## config.mk

```make
export PLATFORM = sky130hd
export DESIGN_NAME = cbf_ctrl
export DESIGN_NICKNAME = d
export VERILOG_FILES = /design/src/rtl/cbf_pkg.sv /design/src/rtl/cbf_ctrl.sv
export SDC_FILE = /design/constraint.sdc
export NUM_CORES = 1
export LEC_CHECK = 0
export BUFFER_PORTS_ARGS = -buffer_cell sky130_fd_sc_hd__buf_2
export CAP_MARGIN = 20
export CORE_MARGIN = 3
export CORE_UTILIZATION = 40
export CTS_BUF_LIST = sky130_fd_sc_hd__clkbuf_8
export DETAILED_ROUTE_END_ITERATION = 10
export SLEW_MARGIN = 40
export SYNTH_ARGS = -nofsm -noshare
export SYNTH_HDL_FRONTEND = slang
export SYNTH_SLANG_ARGS = --single-unit
```

## constraint.sdc

```tcl
create_clock -name clock -period 2.2 [get_ports clock]
set_input_delay 0.11 -clock clock [delete_from_list [all_inputs] [get_ports clock]]
set_output_delay 0.11 -clock clock [all_outputs]
set_load 0.02 [all_outputs]
```

## src/rtl/cbf_pkg.sv

```systemverilog
// Shared types, widths and codes for the Bezier flattener.
// Used by the interfaces, controller, datapath, multiplier and top level.
package cbf_pkg;

   localparam int COORD_BITS     = 32;
   localparam int DIFF_BITS      = 33;
   localparam int LIMB_BITS      = 34;
   localparam int OPND_BITS      = 68;
   localparam int PROD_BITS      = 136;
   localparam int TOL_BITS       = 31;
   localparam int TOL2_BITS      = 62;
   localparam int DEPTH_CFG_BITS = 3;
   localparam int LEVEL_BITS     = 4;
   localparam int NUM_BITS       = 6;
   localparam int PTS_BITS       = 7;
   localparam int IDX_FIELD_BITS = 3;
   localparam int RESULT_MAX     = 64;
   localparam int CSR_ADDR_BITS  = 1;
   localparam int CSR_DATA_BITS  = 31;

   localparam logic [CSR_ADDR_BITS-1:0] CSR_TOL   = 1'b0;
   localparam logic [CSR_ADDR_BITS-1:0] CSR_DEPTH = 1'b1;

   localparam logic [TOL_BITS-1:0]       TOL_RESET   = 31'd65536;
   localparam logic [DEPTH_CFG_BITS-1:0] DEPTH_RESET = 3'd6;

   typedef logic [3:0] op_type;

   localparam op_type OP_DXX = 4'd0;
   localparam op_type OP_DYY = 4'd1;
   localparam op_type OP_TOL = 4'd2;
   localparam op_type OP_E1X = 4'd3;
   localparam op_type OP_E1Y = 4'd4;
   localparam op_type OP_E2X = 4'd5;
   localparam op_type OP_E2Y = 4'd6;
   localparam op_type OP_C1A = 4'd7;
   localparam op_type OP_C1B = 4'd8;
   localparam op_type OP_C2A = 4'd9;
   localparam op_type OP_C2B = 4'd10;
   localparam op_type OP_MM  = 4'd11;
   localparam op_type OP_TL  = 4'd12;

   typedef logic [COORD_BITS-1:0] coord_type;
   typedef logic [7:0][COORD_BITS-1:0] seg_type;

   typedef struct packed {
      logic                      load;
      logic                      emit_start;
      logic                      emit_end;
      logic                      last;
      logic [NUM_BITS-1:0]       number;
      logic                      split;
      logic                      push;
      logic                      pop;
      logic [IDX_FIELD_BITS-1:0] idx;
      logic                      diff;
      logic                      mul_go;
      op_type                    op;
   } cbf_cmd_type;

   typedef struct packed {
      logic mul_done;
      logic len_zero;
      logic flat_deg;
      logic flat_gen;
      logic out_busy;
   } cbf_stat_type;

endpackage

```

## src/rtl/cbf_ctrl.sv

```systemverilog
// Controller: walks the subdivision tree and sequences the flatness products.
// Depends on cbf_pkg; drives cbf_dp through the command struct.
module cbf_ctrl #(
   parameter int POINT_CAP = 64,
   parameter int DEPTH_MAX = 6
) (
   input  logic                               clock,
   input  logic                               reset,
   input  logic                               req_valid,
   output logic                               req_ready,
   input  logic [cbf_pkg::DEPTH_CFG_BITS-1:0] depth_limit,
   input  cbf_pkg::cbf_stat_type              stat,
   output cbf_pkg::cbf_cmd_type               cmd
);
   import cbf_pkg::*;

   localparam int IDX_W = (DEPTH_MAX > 1) ? $clog2(DEPTH_MAX) : 1;
   localparam int CAP   = (POINT_CAP < RESULT_MAX) ? POINT_CAP : RESULT_MAX;
   localparam logic [PTS_BITS-1:0]   CAP_V   = PTS_BITS'(CAP);
   localparam logic [LEVEL_BITS-1:0] DMAX_V  = LEVEL_BITS'(DEPTH_MAX);

   localparam logic [2:0] S_IDLE   = 3'd0;
   localparam logic [2:0] S_START  = 3'd1;
   localparam logic [2:0] S_CHECK  = 3'd2;
   localparam logic [2:0] S_DIFF   = 3'd3;
   localparam logic [2:0] S_MGO    = 3'd4;
   localparam logic [2:0] S_MWAIT  = 3'd5;
   localparam logic [2:0] S_DECIDE = 3'd6;
   localparam logic [2:0] S_EMIT   = 3'd7;

   logic [2:0]            state_ff, state_in;
   op_type                op_ff, op_in, op_next;
   logic [LEVEL_BITS-1:0] level_ff, level_in, fill_ff, fill_in, fill_m1, limit;
   logic [PTS_BITS-1:0]   pts_ff, pts_in, pts_p1;
   logic [LEVEL_BITS-1:0] lvl_ff [DEPTH_MAX];
   logic                  lvl_we, is_last, flat;

   assign limit   = ({1'b0, depth_limit} < DMAX_V) ? {1'b0, depth_limit} : DMAX_V;
   assign fill_m1 = fill_ff - 1'b1;
   assign pts_p1  = pts_ff + 1'b1;
   assign is_last = (fill_ff == '0) || (pts_p1 == CAP_V);
   assign flat    = stat.len_zero ? stat.flat_deg : stat.flat_gen;

   // Product order: chord length, tolerance, then either the edge lengths
   // (zero-length chord) or the two cross products and the final compare terms.
   always_comb begin
      unique case (op_ff)
         OP_DXX:  op_next = OP_DYY;
         OP_DYY:  op_next = OP_TOL;
         OP_TOL:  op_next = stat.len_zero ? OP_E1X : OP_C1A;
         OP_E1X:  op_next = OP_E1Y;
         OP_E1Y:  op_next = OP_E2X;
         OP_E2X:  op_next = OP_E2Y;
         OP_C1A:  op_next = OP_C1B;
         OP_C1B:  op_next = OP_C2A;
         OP_C2A:  op_next = OP_C2B;
         OP_C2B:  op_next = OP_MM;
         OP_MM:   op_next = OP_TL;
         default: op_next = OP_DXX;
      endcase
   end

   always_comb begin
      state_in  = state_ff;
      op_in     = op_ff;
      level_in  = level_ff;
      fill_in   = fill_ff;
      pts_in    = pts_ff;
      lvl_we    = 1'b0;
      req_ready = 1'b0;
      cmd       = '0;
      cmd.op    = op_ff;
      unique case (state_ff)
         S_IDLE: begin
            req_ready = 1'b1;
            if (req_valid) begin
               cmd.load = 1'b1;
               level_in = '0;
               fill_in  = '0;
               pts_in   = '0;
               state_in = S_START;
            end
         end
         S_START: begin
            if (!stat.out_busy) begin
               cmd.emit_start = 1'b1;
               cmd.number     = '0;
               pts_in         = PTS_BITS'(1);
               state_in       = S_CHECK;
            end
         end
         S_CHECK: begin
            state_in = (level_ff >= limit) ? S_EMIT : S_DIFF;
         end
         S_DIFF: begin
            cmd.diff = 1'b1;
            op_in    = OP_DXX;
            state_in = S_MGO;
         end
         S_MGO: begin
            cmd.mul_go = 1'b1;
            state_in   = S_MWAIT;
         end
         S_MWAIT: begin
            if (stat.mul_done) begin
               if (op_ff == OP_E2Y || op_ff == OP_TL) begin
                  state_in = S_DECIDE;
               end else begin
                  op_in    = op_next;
                  state_in = S_MGO;
               end
            end
         end
         S_DECIDE: begin
            if (flat) begin
               state_in = S_EMIT;
            end else begin
               cmd.split = 1'b1;
               cmd.idx   = IDX_FIELD_BITS'(fill_ff);
               if (fill_ff < DMAX_V) begin
                  cmd.push = 1'b1;
                  lvl_we   = 1'b1;
                  fill_in  = fill_ff + 1'b1;
               end
               level_in = level_ff + 1'b1;
               state_in = S_CHECK;
            end
         end
         S_EMIT: begin
            if (!stat.out_busy) begin
               cmd.emit_end = 1'b1;
               cmd.number   = pts_ff[NUM_BITS-1:0];
               cmd.last     = is_last;
               pts_in       = pts_p1;
               if (is_last) begin
                  state_in = S_IDLE;
               end else begin
                  cmd.pop  = 1'b1;
                  cmd.idx  = IDX_FIELD_BITS'(fill_m1);
                  fill_in  = fill_m1;
                  level_in = lvl_ff[fill_m1[IDX_W-1:0]];
                  state_in = S_CHECK;
               end
            end
         end
         default: state_in = S_IDLE;
      endcase
   end

   always_ff @(posedge clock) begin
      op_ff    <= op_in;
      level_ff <= level_in;
      fill_ff  <= fill_in;
      pts_ff   <= pts_in;
      if (lvl_we) begin
         lvl_ff[fill_ff[IDX_W-1:0]] <= level_ff + 1'b1;
      end
      if (reset) begin
         state_ff <= S_IDLE;
      end else begin
         state_ff <= state_in;
      end
   end
endmodule

```

Word level (Yosys, flattened, before mapping)
Memory sizes are Yosys's and may differ from the RTL's.
Cells that the tools add are included.
W data, S select, Z words.
- add/subtract/negate cells: 4
- multipliers: 0
- divide/modulo/power cells: 0
- $lt $le $gt $ge: 3
- eq/ne operators: 28
- shift-type cells: 0
- muxes and demuxes: 52
- bitwise logic cells: 0
- reduce and logical (&&, ||, !) cells: 13
- operators with widths (operator ; count):
    $mux W4 ; 12
    $pmux W4 S11 ; 1
    $mux W3 ; 9
    $pmux W3 S8 ; 1
    $pmux W4 S3 ; 2
    $mux W7 ; 3
    $pmux W7 S3 ; 1
    $eq A4 B4 Y1 const B ; 5
    $eq A4 B3 Y1 const B ; 4
    $ne A2 B2 Y1 const B ; 8
    $mux W1 ; 14
    $eq A3 B3 Y1 const B ; 4
    $mux W2 ; 5
    $add A4 B1 Y4 const B ; 2
    $eq A4 B2 Y1 const B ; 2
    $logic_not A4 Y1 ; 2
    $mux W8 ; 1
    $pmux W4 S2 ; 1
    $reduce_and A4 Y1 ; 2
    $add A7 B1 Y7 const B ; 1
    $eq A7 B7 Y1 const B ; 1
    $eq A3 B2 Y1 const B ; 2
    $mux W6 ; 1
    $pmux W3 S2 ; 1
    other kinds (13) ; 15
- bits in registers: 22
- bits in latches: 0
- bits in writable memories: 24
- memory bits (read-only): 0
- input bits: 11
- output and inout bits: 23
- memories: 1
- memories (name ; depth ; width ; read ports ; clocked after Yosys merged registers in ; write ports ; line ; RTL):
    lvl_ff ; 6 ; 4 ; 1 ; 0 ; 1 ; cbf_ctrl.sv:35 ; logic [LEVEL_BITS-1:0] lvl_ff [DEPTH_MAX];

Longest topological paths before layout
- word-level depth: 6
- depth in mapped cells: 8
- gate-level depth less buffers: 7

Least setup slack after synthesis
Ideal clock, no wire load.
- path kind: register to register
- start point: reg state_ff[0]
- end point: reg fill_ff[0], enable pin
- setup time: 339 ps
- arrival time: 1685 ps
- setup slack: 176 ps
- cell stages (with the launch flop): 7
- buffers on the path: 1
- clock period less this slack: 2024 ps
- cell sequence: dfxtp_1 > clkbuf_8 > nor3_1 > nand2_1 > a21oi_1 > a31oi_1 > a21oi_1
- cells in the longest elaborated chain, start to end: 3
- elaborated cells between the ends (all ways): 10
- classes of those cells: 7 x eq/ne; 3 x reduce/logical
- ends and longest elaborated chain (what ; line ; RTL):
    from (decl) ; cbf_ctrl.sv:31 ; logic [2:0] state_ff, state_in;
    from (signal assigned) ; cbf_ctrl.sv:161 ; state_ff <= state_in;
    $eq A3 B3 Y1 or $logic_not A3 Y1 (tied branches) ; cbf_ctrl.sv:73 ; unique case (state_ff)
    $ne A2 B2 Y1 (no line) or $reduce_bool A3 Y1 (tied branches) ; -- ;
    $reduce_and A6 Y1 (no line) * ; -- ;
    to (signal assigned) ; cbf_ctrl.sv:153 ; fill_ff <= fill_in;
    to (decl) ; cbf_ctrl.sv:33 ; logic [LEVEL_BITS-1:0] level_ff, level_in, fill_ff, fill_in, fill_m1, limit;
Every way passes the cells marked *; elsewhere a longest branch is shown, timed or not.
A chain may end at the register's enable or synchronous reset.

==> impl_metrics.env <==
export IMPL_timing_worst_setup_path_type="reg -> out"
export IMPL_gp_congestion=0.7851
export IMPL_io_pins=34
export IMPL_grt_antenna_before_repair=0
export IMPL_clock_latency_on_the_worst_skew_pair_ns=0.30
export IMPL_required_ns=2.09
export IMPL_cp_start_kind="flop"
export IMPL_dr_pass1_iters=4
export IMPL_ctsLongestPathBuffers=2
export IMPL_cts_made_buffers=5
export IMPL_grt_setup_unrepaired="true"
export IMPL_global_route_wire_length_before_repair_um=8935
export IMPL_finalHoldWorstSlack_ns=0.2026
export IMPL_drt_iter0_markers=102
export IMPL_ys_warn_count=0
export IMPL_power_ir_vdd_worst_mv=0.4662
export IMPL_final_setup_worst_slack_ns=0.05704
export IMPL_max_cap_viol_count=0
export IMPL_tritoncts_num_sinks=46
export IMPL_status="finished clean"
export IMPL_path_max_fanout=5
export IMPL_die_w_um=86.57
export IMPL_clkSlewWorstSetupHoldPaths_ns=0.09
export IMPL_power_density_nw_per_um2=829.3
export IMPL_synthDistinctLibCells=52
export IMPL_slew_viol_final=0
export IMPL_worst_pin_slew_ns=0.5754
export IMPL_remaining_number_of_nets_flagged_by_the_antenna_check_after_routing=0
export IMPL_clk_root_buffer_cell="clkbuf_8"
export IMPL_dieArea_sq_um=7494
export IMPL_first_global_vias=1801
export IMPL_fin_crit_sh=0.9741
export IMPL_route_final_wire_length_um=5484
export IMPL_worstSetupEndpointType="output pin"
export IMPL_syn2layout_area_growth_pct=21.98
export IMPL_globalRouteTotalUtil=0.1522
export IMPL_leakage_uw=0.001235
export IMPL_routed_via_density=5.263
export IMPL_syn_area_per_cell_sq_um=11.10
export IMPL_max_freq_mhz=466.6
export IMPL_start_util=0.4259
export IMPL_coreArea_sq_um=6096
export IMPL_avgRoutedWirePerCell_um=15.19
export IMPL_max_slew_margin=0.6151
export IMPL_final_setup_skew_ns=0.008341
export IMPL_crit_path_dat_ns=2.03
export IMPL_clock_tree_htree_level_count=2
export IMPL_setup_viol=0
export IMPL_synthesis_nets=252
export IMPL_layout_drive_gt1_share=0.2832
export IMPL_synth_seq_cells=46
export IMPL_seq_area_frac_synth=0.5205
export IMPL_chipHeight_um=86.57
export IMPL_routed_via_count=1900
export IMPL_post_dp_hpwl_um=3985
export IMPL_hold_viol=0
export IMPL_grt_ovfl_total=0
export IMPL_hold_class="in -> reg"
export IMPL_min_period_ns=2.143
export IMPL_row_count=28
export IMPL_netlist_area_sq_um=2596
export IMPL_grt_max_degree=17
export IMPL_final_net_count=303
export IMPL_place_port_buffers=33
export IMPL_tritoncts_clock_tree="done"
export IMPL_synthesis_instances=234
export IMPL_dp_worst_setup_slack_ns=0.1403
export IMPL_antenna_cells=0
export IMPL_post_route_drc_count=0
[sequential cells by signal, indices dropped and copies added (netlist names)]
register	flops
fill_ff	4
level_ff	4
lvl_ff	24
op_ff	4
pts_ff	7
state_ff	3
[logic make-up after synthesis]
| logic type | count (synthesis) | synth area share |
|---|---|---|
| buffers and inverters | 20 | 0.04048 |
| adders and majority gates | 7 | 0.03373 |
| and+or+nand+nor | 93 | 0.1894 |
| muxes | 12 | 0.06603 |
| xor gates and xnor gates | 12 | 0.04048 |
| AOI/OAI and AO/OA | 44 | 0.1094 |
| DFF | 46 | 0.5205 |
[report_power, final]
| part | switching [uW] | total, uW | internal [uW] |
|---|---|---|---|
| Combinational | 407 | 707 | 300 |
| Sequential | 94.0 | 1170 | 1080 |
| Clock | 292 | 747 | 455 |
[final timing paths]
check	from	slack [ns]	end	cells past startpoint
setup reg to reg	pts_ff[1]$_DFFE_PP_	0.16	fill_ff[0]$_DFFE_PP_	7
setup / recovery	pts_ff[1]$_DFFE_PP_	0.06	cmd[7]	8
hold reg to reg	level_ff[3]$_DFFE_PP_	0.65	state_ff[2]$_SDFFE_PP0P_	2
hold / removal	stat[4]	0.20	state_ff[0]$_SDFFE_PP0P_	4
[worst max-delay path, stage by stage, from the launching register on]
cell       delay (ns)
edfxtp_1         0.41
buf_4            0.16
nand3_4          0.10
o211a_1          0.25
o2111ai_2        0.19
buf_4            0.17
nand3_4          0.10
o21ai_2          0.18
buf_4            0.16
[layer usage]
metal / vias up / part of all wire / GRT usage
li1: 953 / - / -
met1: 902 / 0.46 / 0.2098
met2: 40 / 0.47 / 0.2427
met3: 5 / 0.051 / 0.03042
met4: 0 / 0.012 / 0.04674
met5: - / 0 / 0
[placed cells by master (no fill, tap or decap), types with 4 or more instances in the layout]
master     n
buf_2     30
inv_1      9
mux4_2     4
nor2b_1    5
buf_4     23
nor3_1    10
nand2b_1   5
a21oi_1   14
nand2_1   18
o21ai_0    6
edfxtp_1  43
xnor2_1    6
and2_1     7
xor2_1     5
mux2i_1    7
clkbuf_8   5
ha_1       6
nor2_1    27
[Yosys cell counts (all sizes together)]
cell type | n | area share
a211o | 1 | 0.0034
xnor2 | 7 | 0.024
a2111oi | 1 | 0.0034
dfxtp | 3 | 0.023
buf | 5 | 0.011
nand2b | 5 | 0.012
o2bb2ai | 1 | 0.0034
a31oi | 2 | 0.0048
nor3b | 3 | 0.0087
nor2 | 27 | 0.039
mux4 | 4 | 0.035
o22ai | 1 | 0.0024
nor4 | 3 | 0.0096
and3b | 1 | 0.0034
o2111ai | 1 | 0.0058
nand4b | 1 | 0.0034
clkbuf | 6 | 0.017
a22oi | 1 | 0.0029
mux2 | 1 | 0.0043
a21o | 3 | 0.0087
nor2b | 5 | 0.012
o31ai | 1 | 0.0029
o211a | 1 | 0.0039
a21boi | 2 | 0.0058
nand2 | 18 | 0.026
o21ai | 9 | 0.017
and3 | 2 | 0.0053
nor4b | 1 | 0.0034
nor3 | 12 | 0.027
or3 | 2 | 0.0053
a21oi | 14 | 0.027
inv | 9 | 0.013
xor2 | 5 | 0.017
o41ai | 1 | 0.0034
nand3 | 4 | 0.012
edfxtp | 43 | 0.50
o211ai | 3 | 0.0087
mux2i | 7 | 0.027
o21a | 2 | 0.0058
ha | 7 | 0.034
and2 | 8 | 0.020
nand3b | 1 | 0.0029
[metrics by stage]
step           cell area [sq um]    util  cells  TNS (ns)  power, uW
2_1_floorplan               2596       -    234         0       1653
3_3_place_gp                2912  0.4776    348         0       1836
3_5_place_dp                2912  0.4776    348         0       1837
4_1_cts                     3082  0.5055    358         0       2592
5_1_grt                     3167  0.5195    361   -0.1850       2776
6_report                    3167  0.5195    361         0       2626
[what timing repair did]
item / in CTS / in global routing
setup endpoints to repair: 5 / 3
hold endpoints to repair: 2 / 0
hold buffers: 1 / 0
buffers inserted: 1 / 3
pin swaps: 0 / 3
gates resized for setup: 5 / 10
[area by class of cell]
| type | count | area, sq um |
|---|---|---|
| timing repair buffer | 55 | 344.1 |
| inverter | 9 | 33.78 |
| tap | 75 | 93.84 |
| clock buffer | 5 | 68.82 |
| clock inverter | 3 | 68.82 |
| fill | 568 | 2929 |
| multi-input combinational | 168 | 1206 |
| sequential | 46 | 1351 |
Power figures use the tool's default switching activity.
